--- config.mk ---
export PLATFORM = sky130hd
export DESIGN_NAME = encoder_detent_event_source
export DESIGN_NICKNAME = d
export VERILOG_FILES = /design/src/hdl/eds_pkg.sv /design/src/hdl/encoder_detent_event_source.sv
export SDC_FILE = /design/constraint.sdc
export NUM_CORES = 1
export LEC_CHECK = 0
export ABC_AREA = 1
export BUFFER_PORTS_ARGS = -buffer_cell sky130_fd_sc_hd__buf_2
export CAP_MARGIN = 20
export CORE_UTILIZATION = 28
export DETAILED_ROUTE_END_ITERATION = 10
export PLACE_DENSITY_LB_ADDON = 0.08
export REMOVE_ABC_BUFFERS = 1
export SYNTH_ARGS = -nofsm -noshare
export SYNTH_HDL_FRONTEND = slang
export SYNTH_SLANG_ARGS = --single-unit
--- constraint.sdc ---
create_clock -name clk -period 5.6 [get_ports clk]
set_clock_uncertainty 0.1 [all_clocks]
set_input_delay 1.12 -clock clk [delete_from_list [all_inputs] [get_ports clk]]
set_output_delay 1.12 -clock clk [all_outputs]
set_load 0.05 [all_outputs]
--- src/hdl/eds_pkg.sv ---
// ----------------------------------------------------------------------------
// eds_pkg
// shared types and constants for the encoder detent event source
// ----------------------------------------------------------------------------
package eds_pkg;

  // field widths
  localparam int CountW   = 16;
  localparam int TimeW    = 32;
  localparam int ResidueW = 18;
  localparam int AluW     = 19;
  localparam int SpdW     = 8;
  localparam int KindW    = 2;
  localparam int StepW    = 2;
  localparam int TurnCntW = 6;

  // stream packing
  localparam int InDataW  = 56;  // 16 + 1 + 32 = 49, padded to bytes
  localparam int OutDataW = 40;  // 2 + 32 = 34, padded to bytes

  // turn events allowed per sample
  localparam logic [TurnCntW-1:0] MaxTurnsPerSample = 6'd63;

  // configuration register indexes
  localparam logic [1:0] RegEncoderEnable   = 2'd0;
  localparam logic [1:0] RegStepsPerDetent  = 2'd1;
  localparam logic [1:0] RegDirectionInvert = 2'd2;

  localparam logic [SpdW-1:0] StepsPerDetentReset = 8'd4;

  // event kinds
  typedef enum logic [KindW-1:0] {
    KIND_TURN     = 2'd0,
    KIND_BTN_DOWN = 2'd1,
    KIND_BTN_UP   = 2'd2
  } event_kind_t;

  localparam logic signed [StepW-1:0] StepPos  = 2'sb01;
  localparam logic signed [StepW-1:0] StepNeg  = 2'sb11;
  localparam logic signed [StepW-1:0] StepNone = 2'sb00;

endpackage

--- src/hdl/encoder_detent_event_source.sv ---
// ----------------------------------------------------------------------------
// encoder_detent_event_source
// turns quadrature counter samples and a button level into detent and
// button events, one event beat at a time
// ----------------------------------------------------------------------------
//
// channel  dir  handshake              payload
// in_      in   in_tvalid/in_tready    tdata: counter_value, button_pressed,
//                                      timestamp_ms
// out_     out  out_tvalid/out_tready  tdata: turn_step, event_time;
//                                      tuser: event_kind; tlast: last_event
// cfg_     in   cfg_wr_en              cfg_addr selects register, cfg_wdata
//
// sequence: after a beat is accepted, the counter change, the residue sum
//   and the first detent check follow in S_DELTA, S_SUM and S_CHK, all on
//   a single shared 19-bit adder; then S_LOOK sends the turn events one by
//   one and S_BTN closes the sample, carrying the button event if there is
//   one; with the encoder off a sample goes from S_IDLE straight to S_BTN
// the shared adder also does the detent subtract and compare, which sets
//   the one-event-per-cycle pace while the output does not stall
// reset: synchronous active low; registers go to encoder on, 4 steps per
//   detent, no inversion, zero count and residue, button up
// stalls: out_tready low holds the sequencer on the pending event; in_tready
//   is high only while the sequencer is idle
//
module encoder_detent_event_source (
  input  logic                         clk,
  input  logic                         rst_n,
  // configuration
  input  logic                         cfg_wr_en,
  input  logic [1:0]                   cfg_addr,
  input  logic [eds_pkg::SpdW-1:0]     cfg_wdata,
  // sample stream
  input  logic                         in_tvalid,
  output logic                         in_tready,
  input  logic [eds_pkg::InDataW-1:0]  in_tdata,   // counter_value, button_pressed, timestamp_ms
  // event stream
  output logic                         out_tvalid,
  input  logic                         out_tready,
  output logic [eds_pkg::OutDataW-1:0] out_tdata,  // turn_step, event_time
  output logic [eds_pkg::KindW-1:0]    out_tuser,  // event_kind
  output logic                         out_tlast
);

  import eds_pkg::*;

  typedef enum logic [2:0] {
    S_IDLE,
    S_DELTA,
    S_SUM,
    S_CHK,
    S_LOOK,
    S_BTN
  } state_t;

  state_t state_r;

  // configuration
  logic            enable_r;
  logic [SpdW-1:0] spd_r;
  logic            invert_r;

  // persistent state
  logic signed [CountW-1:0]   prev_r;
  logic signed [ResidueW-1:0] res_r;
  logic                       btn_was_r;

  // per-sample working registers
  logic signed [CountW-1:0]   cur_r;
  logic                       btn_r;
  logic [TimeW-1:0]           ts_r;
  logic signed [ResidueW-1:0] delta_r;
  logic [TurnCntW-1:0]        turns_r;
  logic                       step_pos_r;

  // output register
  logic                     out_valid_r;
  event_kind_t              out_kind_r;
  logic signed [StepW-1:0]  out_step_r;
  logic [TimeW-1:0]         out_time_r;
  logic                     out_last_r;

  // shared adder
  logic signed [AluW-1:0] op_a;
  logic signed [AluW-1:0] op_b;
  logic                   alu_sub;
  logic signed [AluW-1:0] alu_y;

  logic [SpdW-1:0]            spd_eff;
  logic                       qual;
  logic                       btn_chg;
  logic                       out_free;
  logic                       emit;
  logic signed [ResidueW-1:0] sum_sat;

  // zero steps per detent behaves as one
  assign spd_eff  = (spd_r == '0) ? {{(SpdW-1){1'b0}}, 1'b1} : spd_r;
  assign btn_chg  = (btn_r != btn_was_r);
  assign out_free = !out_valid_r || out_tready;
  // an event beat is loaded into the output register this cycle
  assign emit     = out_free && ((state_r == S_LOOK) || (state_r == S_BTN && btn_chg));

  // operand selection per sequencer step
  always_comb begin
    op_a    = {{(AluW-ResidueW){res_r[ResidueW-1]}}, res_r};
    op_b    = {{(AluW-SpdW){1'b0}}, spd_eff};
    alu_sub = !res_r[ResidueW-1];
    case (state_r)
      S_DELTA: begin
        // change = cur - prev, or prev - cur when inverted
        if (invert_r) begin
          op_a = {{(AluW-CountW){prev_r[CountW-1]}}, prev_r};
          op_b = {{(AluW-CountW){cur_r[CountW-1]}}, cur_r};
        end else begin
          op_a = {{(AluW-CountW){cur_r[CountW-1]}}, cur_r};
          op_b = {{(AluW-CountW){prev_r[CountW-1]}}, prev_r};
        end
        alu_sub = 1'b1;
      end
      S_SUM: begin
        op_b    = {{(AluW-ResidueW){delta_r[ResidueW-1]}}, delta_r};
        alu_sub = 1'b0;
      end
      default: ;
    endcase
  end

  assign alu_y = op_a + (alu_sub ? ~op_b : op_b) + {{(AluW-1){1'b0}}, alu_sub};

  // residue sum clamped to the residue width
  always_comb begin
    if (!alu_y[AluW-1] && alu_y[AluW-2]) begin
      sum_sat = {1'b0, {(ResidueW-1){1'b1}}};
    end else if (alu_y[AluW-1] && !alu_y[AluW-2]) begin
      sum_sat = {1'b1, {(ResidueW-1){1'b0}}};
    end else begin
      sum_sat = alu_y[ResidueW-1:0];
    end
  end

  // a whole detent remains and the per-sample turn cap is not yet reached:
  // positive residue minus spd stays non-negative, negative residue plus spd stays non-positive
  assign qual = (turns_r < MaxTurnsPerSample) &&
                (res_r[ResidueW-1] ? (alu_y[AluW-1] || (alu_y == '0))
                                   : !alu_y[AluW-1]);

  always_ff @(posedge clk) begin
    if (!rst_n) begin
      state_r     <= S_IDLE;
      enable_r    <= 1'b1;
      spd_r       <= StepsPerDetentReset;
      invert_r    <= 1'b0;
      prev_r      <= '0;
      res_r       <= '0;
      btn_was_r   <= 1'b0;
      turns_r     <= '0;
      out_valid_r <= 1'b0;
    end else begin
      if (cfg_wr_en) begin
        case (cfg_addr)
          RegEncoderEnable:   enable_r <= cfg_wdata[0];
          RegStepsPerDetent:  spd_r    <= cfg_wdata;
          RegDirectionInvert: invert_r <= cfg_wdata[0];
          default: ;
        endcase
      end

      if (emit) begin
        out_valid_r <= 1'b1;
      end else if (out_tready) begin
        out_valid_r <= 1'b0;
      end

      case (state_r)
        S_IDLE: begin
          if (in_tvalid) begin
            cur_r   <= in_tdata[CountW-1:0];
            btn_r   <= in_tdata[CountW];
            ts_r    <= in_tdata[CountW+TimeW:CountW+1];
            turns_r <= '0;
            state_r <= enable_r ? S_DELTA : S_BTN;
          end
        end
        S_DELTA: begin
          delta_r <= alu_y[ResidueW-1:0];
          prev_r  <= cur_r;
          state_r <= S_SUM;
        end
        S_SUM: begin
          res_r   <= sum_sat;
          state_r <= S_CHK;
        end
        S_CHK: begin
          // commit the first turn, its beat goes out once the next is known
          if (qual) begin
            res_r      <= alu_y[ResidueW-1:0];
            turns_r    <= turns_r + 1'b1;
            step_pos_r <= !res_r[ResidueW-1];
            state_r    <= S_LOOK;
          end else begin
            state_r <= S_BTN;
          end
        end
        S_LOOK: begin
          if (out_free) begin
            out_kind_r  <= KIND_TURN;
            out_step_r  <= step_pos_r ? StepPos : StepNeg;
            out_time_r  <= ts_r;
            out_last_r  <= !qual && !btn_chg;
            if (qual) begin
              res_r   <= alu_y[ResidueW-1:0];
              turns_r <= turns_r + 1'b1;
            end else begin
              state_r <= S_BTN;
            end
          end
        end
        S_BTN: begin
          if (btn_chg) begin
            if (out_free) begin
              out_kind_r  <= btn_r ? KIND_BTN_DOWN : KIND_BTN_UP;
              out_step_r  <= StepNone;
              out_time_r  <= ts_r;
              out_last_r  <= 1'b1;
              btn_was_r   <= btn_r;
              state_r     <= S_IDLE;
            end
          end else begin
            state_r <= S_IDLE;
          end
        end
        default: state_r <= S_IDLE;
      endcase
    end
  end

  assign in_tready  = (state_r == S_IDLE);
  assign out_tvalid = out_valid_r;
  assign out_tdata  = {{(OutDataW-StepW-TimeW){1'b0}}, out_time_r, out_step_r};
  assign out_tuser  = out_kind_r;
  assign out_tlast  = out_last_r;

  // button events always close a sample
  assert property (@(posedge clk) disable iff (!rst_n)
    (out_valid_r && out_kind_r != KIND_TURN) |-> out_last_r)
    else $error("button event not flagged last");

  // turn step is nonzero exactly on turn events
  assert property (@(posedge clk) disable iff (!rst_n)
    out_valid_r |-> ((out_kind_r == KIND_TURN) == (out_step_r != StepNone)))
    else $error("turn step does not match event kind");

  // an accepted sample keeps the input closed the next cycle
  assert property (@(posedge clk) disable iff (!rst_n)
    (in_tvalid && in_tready) |=> !in_tready)
    else $error("input reopened right after accept");

  // a pending turn has always been counted against the cap
  assert property (@(posedge clk) disable iff (!rst_n)
    (state_r == S_LOOK) |-> (turns_r != '0))
    else $error("pending turn without turn count");

endmodule
==> results.txt, run 1 <==
Reg2reg end -> res_r[15]
Yosys top cell by area -> edfxtp_1
Main area contributors after synthesis -> edfxtp_1 40%, dfxtp_1 14%, nand2_1 8.8%
Initial antenna violation count -> 0
Post-Synth Simple-Gate Area -> 0.207
Maximum number of pins on one net before global-route repair -> 44
Setup crit end kind -> flip-flop
FF-to-FF path depth -> 24
Kind of start point of the critical path -> flip-flop
Synth Area in Compound Gates -> 0.131
Max-cap violations -> 0
# hold bufs at CTS -> 0
Synth async-reset ratio -> 0
Main combinational cell family by area after synthesis -> simple AND/OR/NAND/NOR gates
Syn Inst Count -> 862
Chip height -> 169 um
Post-DP HPWL -> 14000 um
Total CTS buffers -> 17
Routability cong. -> 0.797
Met3 Usage GRT -> 0.0299
CP max stage delay -> 0.49 ns
Pre-antenna DRT Iters -> 6
Final hold vios -> 0
Clock Sinks -> 160
Post-synth EDFFs -> 105
Gr usage total -> 0.148
Worst Setup SP -> state_r[0]
Die area -> 28500 um2
Hold path depth -> 0
Post-synthesis mux area share -> 0
Routed length per instance -> 14.9 um
# resized after CTS -> 0
P&R area growth vs syn -> 19.5%
Worst path depth -> 24
Setup bufs post-CTS -> 0
Vias per cell -> 4.43
Status -> complete, no violations
Overflow after GRT -> 0
Worst-Margin Slew -> 0.769 ns
Most frequent cell after synthesis -> nand2_1
Post-Place Cells -> 1319
Met1 GRT Util -> 0.197
I/O Buffers -> 102
CP dominant cell by count -> nand2_1
Slew HR -> 0.487
Synth Area in Adders -> 0.0315
Fmax -> 212 MHz
Worst R2R Start -> state_r[0]
Die Wd -> 169 um
Syn Area/Cell -> 9.04 um2
Post-Layout Cell Count -> 1351
RSZ-0062 raised after global routing -> no
Yosys warns -> 0
Cell family with most CP delay -> compound AO/OA/AOI/OAI gates
Starting density of the core -> 0.287
CP arrival -> 4.99 ns
Worst-skew pair later-pin latency -> 0.43 ns
Register area share after synthesis -> 0.546
Initial drt markers -> 259
Met2 Usage GRT -> 0.245
CTS clock-pin slew for the worst setup and hold paths -> 0.08 ns
Required @ worst endpoint -> 5.86 ns
Fin crit share -> 0.844
Final instance area -> 9310 um2
Cell Area, Synth -> 7790 um2
Routed Antenna Nets -> 0
#FFs+latches synth -> 160
Site Rows -> 60
Ys flop type -> edfxtp_1
Area fraction of the dominant cell type after synthesis -> 0.405
Crit Path Class -> flip-flop to flip-flop
Slew Limit Fails -> 0
Number of buffer and inverter stages on the critical path -> 3
Unique masters post-synth -> 48
Longest Clk Path Bufs -> 2
Routed wire length -> 20200 um
Core box area -> 27100 um2
Wire length of the first global-routing pass -> 32300 um
Most Used Layer, Global Route -> met2
Final-report setup violation count -> 0
Final nets -> 1056
Num ports -> 116
HP Class -> flip-flop to flip-flop
CTS tree -> built
Post-Synth XOR/XNOR Area -> 0.0167
Post-route DRC -> 0
H-tree depth -> 4
Worst-path maximum fanout -> 35
ANT cells -> 0
Setup TNS -> 0 ns
DP Area -> 8700 um2
Via Count -> 5988
Worst path cell trace -> inv_2 > nand3_4 > inv_4 > a21oi_4 > buf_4 > a21oi_1 > a21oi_1 > ha_1 > a21o_1 > nand2_1 > nand2_1 > a21oi_1 > nand2_1 > nand2_1 > nand2_1 > a21oi_1 > nor2_1 > o21ai_1 > a22oi_2 > nand2_4 > nand2_8 > nand2_4 > nand2_1 > a21oi_1
Worst setup path endpoint -> res_r[15]
Most frequent cells after synthesis -> 182 x nand2_1, 105 x edfxtp_1, 91 x a21oi_1, 80 x inv_1
Worst reg-to-reg setup slack -> 0.88 ns
Vias in the first global route -> 5975
Layout cells sized above 1 -> 0.193
Root Driver -> clkbuf_16
Critical path's slowest cell -> o21ai_1
Minimum clock period after layout -> 4.72 ns
-- state kept, by name (all words and copies together), names as in the netlist --
signal      cells
step_pos_r      1
state_r         3
out_tuser       2
turns_r         6
btn_r           1
res_r          18
spd_r           8
delta_r        18
out_tlast       1
cur_r          16
out_tvalid      1
invert_r        1
out_step_r      2
enable_r        1
ts_r           32
btn_was_r       1
prev_r         16
out_time_r     32
-- cell usage in the layout, fill, tap and decap left out, types with 4 or more instances in the layout --
cell type / instances
xnor2_1: 4
nand2_1: 182
o21ai_0: 73
nor2_1: 72
edfxtp_1: 105
o22ai_1: 7
nand2_4: 4
buf_4: 14
nand2_2: 10
clkinv_8: 4
inv_2: 4
clkbuf_16: 17
nand3_2: 6
nand3_1: 60
a211oi_1: 7
inv_8: 5
xor2_1: 9
conb_1: 6
a21oi_1: 91
ha_1: 18
nor3_1: 4
inv_1: 80
buf_2: 102
dfxtp_1: 55
-- metal layers --
metal  vias up  share of wire
met5         -              0
met4         0         0.0078
met3         8          0.034
met2        98           0.46
met1      2756           0.50
li1       3126              -
-- cell type report --
cell class              count  area (um2)
clock buffers              17         425
clock inverters            15         180
fillers                  2850       17800
inverters                  86         325
multi-input cells         585        3040
flip-flops and latches    160        4250
well taps                 372         465
repair buffers            116         616
-- how the worst min path moves through the flow --
| stage | start | end |
|---|---|---|
| after floorplan | ts_r[0] | out_time_r[0] |
| after global placement | ts_r[14] | out_time_r[14] |
| after detailed placement | ts_r[12] | out_time_r[12] |
| after CTS | ts_r[3] | out_time_r[3] |
| after global routing | ts_r[3] | out_time_r[3] |
| final | ts_r[3] | out_time_r[3] |
-- cells by family (layout without fill, tap and decap cells) --
group | Yosys count | count (layout)
fa+ha+maj | 19 | 19
xor+xnor | 14 | 14
compound gates | 189 | 189
buf+inv | 122 | 234
flops | 160 | 160
simple gates | 357 | 357
other cells | 1 | 6
-- through the flow --
step | hold slack (ns) | setup slack, ns | utilization
final | 0.314 | 0.876 | 0.343
after global routing | 0.323 | 0.340 | 0.343
after CTS | 0.316 | 0.842 | 0.343
after detailed placement | 0.305 | 0.886 | 0.321
after global placement | 0.300 | 0.907 | 0.321
after floorplan | 0.300 | 1.29 | -
Power of run 1 is not shown: default switching activity piles up to over one toggle a cycle in this logic, so the estimate is an artifact.
==> inputs of run 2 (changes only) <==
Clock period 5.6 ns to 4.3 ns, I/O delays scaled along.
==> run 2 against run 1 <==
Worst setup slack worse by 0.49 ns. Routed wire length up 2.2%. Hold slack better by 0.0030 ns. Sequential share of layout area is 1.7 points lower. Die area unchanged. Critical path type unchanged. Critical endpoint is now res_r[7].
==> results.txt, run 2 (synthesized netlist as in run 1, its figures left out) <==
Overflow after GRT -> 0 (unchanged)
Clock Sinks -> 160 (unchanged)
Chip height -> 169 um (unchanged)
Minimum clock period after layout -> 3.92 ns (was 4.72 ns)
P&R area growth vs syn -> 24.2% (was 19.5%)
Met2 Usage GRT -> 0.252 (was 0.245)
Final-report setup violation count -> 0 (unchanged)
HP Start -> ts_r[15] (was ts_r[3])
Status -> complete, no violations (unchanged)
Most common cell after layout, fill and taps aside -> nand2_1 (unchanged)
Slew Limit Fails -> 0 (unchanged)
DP Area -> 9020 um2 (was 8700 um2)
H-tree depth -> 4 (unchanged)
Site Rows -> 60 (unchanged)
Post-DP HPWL -> 15000 um (was 14000 um)
Initial drt markers -> 345 (was 259)
Most frequent cells in the layout -> 182 x nand2_1, 105 x edfxtp_1, 102 x buf_2 (unchanged)
Final instance area -> 9670 um2 (was 9310 um2)
Setup TNS -> 0 ns (unchanged)
Layout cells sized above 1 -> 0.222 (was 0.193)
Number of buffer and inverter stages on the critical path -> 4 (was 3)
# hold bufs at CTS -> 0 (unchanged)
Fin crit share -> 0.911 (was 0.844)
Vias per cell -> 4.40 (was 4.43)
Via Count -> 6092 (was 5988)
HP Class -> flip-flop to flip-flop (unchanged)
Regs by FF count -> out_time_r x32, ts_r x32 (unchanged)
Root Driver -> clkbuf_16 (unchanged)
I/O Buffers -> 102 (unchanged)
Gr usage total -> 0.154 (was 0.148)
CP dominant cell by count -> nand2_1 (unchanged)
Worst-skew pair later-pin latency -> 0.44 ns (was 0.43 ns)
Vias in the first global route -> 6151 (was 5975)
Setup crit end kind -> flip-flop (unchanged)
Wire length of the first global-routing pass -> 33400 um (was 32300 um)
Routed wire length -> 20600 um (was 20200 um)
CTS tree -> built (unchanged)
Cell family with most CP delay -> compound AO/OA/AOI/OAI gates (unchanged)
Met3 Usage GRT -> 0.0313 (was 0.0299)
Critical path's slowest cell -> dfxtp_2 (was o21ai_1)
Initial antenna violation count -> 0 (unchanged)
CTS clock-pin slew for the worst setup and hold paths -> 0.08 ns (about the same)
Total CTS buffers -> 17 (unchanged)
Worst-path maximum fanout -> 17 (was 35)
Final Util -> 0.357 (was 0.343)
Routed Antenna Nets -> 0 (unchanged)
Final hold vios -> 0 (unchanged)
Final nets -> 1089 (was 1056)
Longest Clk Path Bufs -> 2 (unchanged)
Required @ worst endpoint -> 4.54 ns (was 5.86 ns)
Most Used Layer, Global Route -> met2 (unchanged)
Core box area -> 27100 um2 (unchanged)
Worst R2R Start -> state_r[2] (was state_r[0])
CP max stage delay -> 0.39 ns (was 0.49 ns)
Routed length per instance -> 14.9 um (about the same)
Kind of start point of the critical path -> flip-flop (unchanged)
Pre-antenna DRT Iters -> 4 (was 6)
CP arrival -> 4.15 ns (was 4.99 ns)
Slew HR -> 0.436 (was 0.487)
Num ports -> 116 (unchanged)
Max-cap violations -> 0 (unchanged)
Die area -> 28500 um2 (unchanged)
ANT cells -> 0 (unchanged)
Worst Setup SP -> state_r[2] (was state_r[0])
Fmax -> 255 MHz (was 212 MHz)
Starting density of the core -> 0.287 (unchanged)
Die Wd -> 169 um (unchanged)
Final setup margin -> 0.384 ns (was 0.876 ns)
Worst-Margin Slew -> 0.843 ns (was 0.769 ns)
Met1 GRT Util -> 0.207 (was 0.197)
Routability cong. -> 0.800 (was 0.797)
Post-route DRC -> 0 (unchanged)
Place WS -> 0.239 ns (was 0.886 ns)
Maximum number of pins on one net before global-route repair -> 39 (was 44)
Crit Path Class -> flip-flop to flip-flop (unchanged)
-- run 2: changes by cell type in the layout (fill, tap and decap cells not counted), sizes merged --
cell and delta:
clkinv -1, inv +2, buf +33, clkinvlp -1
-- run 2: through the flow --
stage | cells | hold WS (ns)
after floorplan | 831 | 0.300
after global placement | 1351 | 0.300
after detailed placement | 1351 | 0.305
after CTS | 1383 | 0.319
after global routing | 1384 | 0.328
final | 1384 | 0.317
-- run 2: repair_timing --
item	CTS	global route
setup buffers	0	1
resized for setup	0	6
endpoints found under the setup margin	0	27
-- run 2: cell type report --
type,instances,area [um2]
Tap cell,372,465
Clock buffer,17,425
Multi-Input combinational cell,585,3050
Sequential cell,160,4260
Inverter,86,328
Fill cell,2828,17400
Timing Repair Buffer,149,938
Clock inverter,15,211
-- run 2: final timing paths --
kind	depth (start not counted)	to	slack, ns
max reg2reg	25	res_r[7]	0.38
min reg2reg	0	out_time_r[15]	0.32
min	0	out_time_r[15]	0.32
max	25	res_r[7]	0.38
-- run 2: routing by layer --
| layer | vias to the layer above | routed length, um |
|---|---|---|
| met5 | - | 0 |
| met3 | 8 | 839 |
| met4 | 0 | 133 |
| met2 | 116 | 9440 |
| li1 | 3194 | - |
| met1 | 2774 | 10200 |
Power of run 2 is left out for the same reason.
==> inputs of run 3 (changes only) <==
Settings changed: CORE_ASPECT_RATIO set to 0.5, SETUP_SLACK_MARGIN set to 0.15.
==> run 3 against run 2 <==
Sequential share of layout area fell by 2.6 points. Flip-flop and latch count did not move. Critical path depth did not move. Maximum frequency fell by 0.15%. Clock-buffer cell count rose by 2. Die area rose by 0.14%. Largest cell class unchanged. Highest routed layer unchanged.
==> results.txt, run 3 (synthesized netlist as in run 1, its figures left out) <==
Status -> complete, no violations (unchanged)
Overflow after GRT -> 0 (unchanged)
Setup TNS -> 0 ns (unchanged)
FILL cells -> 2711 (was 2828)
Routed wire length -> 22900 um (was 20600 um)
Multi-input gate area -> 3390 um2 (was 3050 um2)
Layout cells sized above 1 -> 0.302 (was 0.222)
Required @ worst endpoint -> 4.54 ns (about the same)
Setup crit end kind -> flip-flop (unchanged)
Most common cell after layout, fill and taps aside -> nand2_1 (unchanged)
# hold bufs at CTS -> 0 (unchanged)
CP dominant cell by count -> nand2_2 (was nand2_1)
CTS tree -> built (unchanged)
Wire length of the first global-routing pass -> 33400 um (about the same)
Die Wd -> 238 um (was 169 um)
Worst-Margin Slew -> 0.772 ns (was 0.843 ns)
Crit Path Class -> flip-flop to flip-flop (unchanged)
Post-Place Cells -> 1351 (unchanged)
Worst path depth -> 25 (unchanged)
Most frequent cells in the layout -> 163 x nand2_1, 105 x edfxtp_1, 102 x buf_2 (was 182 x nand2_1, 105 x edfxtp_1, 102 x buf_2)
Sequential Area -> 4260 um2 (about the same)
Die area -> 28500 um2 (about the same)
Post-route DRC -> 0 (unchanged)
Slew HR -> 0.485 (was 0.436)
FF-to-FF path depth -> 25 (unchanged)
Worst-path maximum fanout -> 6 (was 17)
Core box area -> 26900 um2 (was 27100 um2)
Maximum number of pins on one net before global-route repair -> 50 (was 39)
Max-cap violations -> 0 (unchanged)
ANT cells -> 0 (unchanged)
Fin crit share -> 0.912 (was 0.911)
Initial drt markers -> 340 (was 345)
Pre-antenna DRT Iters -> 5 (was 4)
Gr usage total -> 0.157 (was 0.154)
Clock Sinks -> 160 (unchanged)
Worst-skew pair later-pin latency -> 0.45 ns (was 0.44 ns)
Via Count -> 6429 (was 6092)
Num ports -> 116 (unchanged)
Post-DP HPWL -> 15500 um (was 15000 um)
Final nets -> 1120 (was 1089)
Routed length per instance -> 16.2 um (was 14.9 um)
Fmax -> 255 MHz (about the same)
Initial antenna violation count -> 0 (unchanged)
Hold path depth -> 0 (unchanged)
Root Driver -> clkbuf_16 (unchanged)
Starting density of the core -> 0.290 (was 0.287)
Routability cong. -> 0.805 (was 0.800)
Longest Clk Path Bufs -> 2 (unchanged)
Slew Limit Fails -> 0 (unchanged)
Chip height -> 120 um (was 169 um)
Routed Antenna Nets -> 0 (unchanged)
Cell family with most CP delay -> simple AND/OR/NAND/NOR gates (was compound AO/OA/AOI/OAI gates)
CP max stage delay -> 0.38 ns (was 0.39 ns)
CTS clock-pin slew for the worst setup and hold paths -> 0.07 ns (was 0.08 ns)
Number of buffer and inverter stages on the critical path -> 5 (was 4)
I/O Buffers -> 102 (unchanged)
Minimum clock period after layout -> 3.92 ns (about the same)
H-tree depth -> 4 (unchanged)
Total CTS buffers -> 17 (unchanged)
HP Class -> flip-flop to flip-flop (unchanged)
Vias in the first global route -> 5919 (was 6151)
Post-Layout Cell Count -> 1417 (was 1384)
P&R area growth vs syn -> 32.1% (was 24.2%)
Kind of start point of the critical path -> flip-flop (unchanged)
Final-report setup violation count -> 0 (unchanged)
RSZ-0062 raised after global routing -> no
CP arrival -> 4.16 ns (was 4.15 ns)
Regs by FF count -> out_time_r x32, ts_r x32 (unchanged)
Vias per cell -> 4.54 (was 4.40)
Critical path's slowest cell -> dfxtp_4 (was dfxtp_2)
Final hold vios -> 0 (unchanged)
Site Rows -> 42 (was 60)
[run 3: layout make-up]
class	instances	share of cell area
clock inverters	13	0.0111
multi-input cells	588	0.329
repair buffers	177	0.125
clock buffers	19	0.0421
flip-flops and latches	160	0.414
well taps	374	0.0455
inverters	86	0.0333
[run 3: final timing paths]
kind              startpoint              to  slack [ns]
hold reg to reg     ts_r[23]  out_time_r[23]        0.32
hold / removal      ts_r[23]  out_time_r[23]        0.32
setup / recovery  state_r[2]       res_r[13]        0.38
setup reg to reg  state_r[2]       res_r[13]        0.38
[run 3: per-layer routing]
metal | vias up | part of all wire | global-route usage
li1 | 3252 | - | -
met1 | 3042 | 0.51 | 0.216
met2 | 111 | 0.43 | 0.243
met3 | 24 | 0.038 | 0.0347
met4 | 0 | 0.017 | 0.0496
met5 | - | 0 | 0
[run 3: timing repair]
item | 4_1_cts | 5_1_grt
setup endpoints to repair | 19 | 28
cloned | 0 | 7
pin swaps | 0 | 48
buffers inserted | 0 | 27
gates resized for setup | 2 | 98
[run 3: per-stage QoR]
step	hold slack, ns	setup slack [ns]	util	area, um2
2_1_floorplan	0.300	-0.0119	-	7610
3_3_place_gp	0.300	0.152	0.334	8970
3_5_place_dp	0.305	0.152	0.334	8970
4_1_cts	0.316	0.174	0.355	9520
5_1_grt	0.324	0.102	0.383	10300
6_report	0.319	0.378	0.383	10300
Power of run 3 is left out for the same reason.
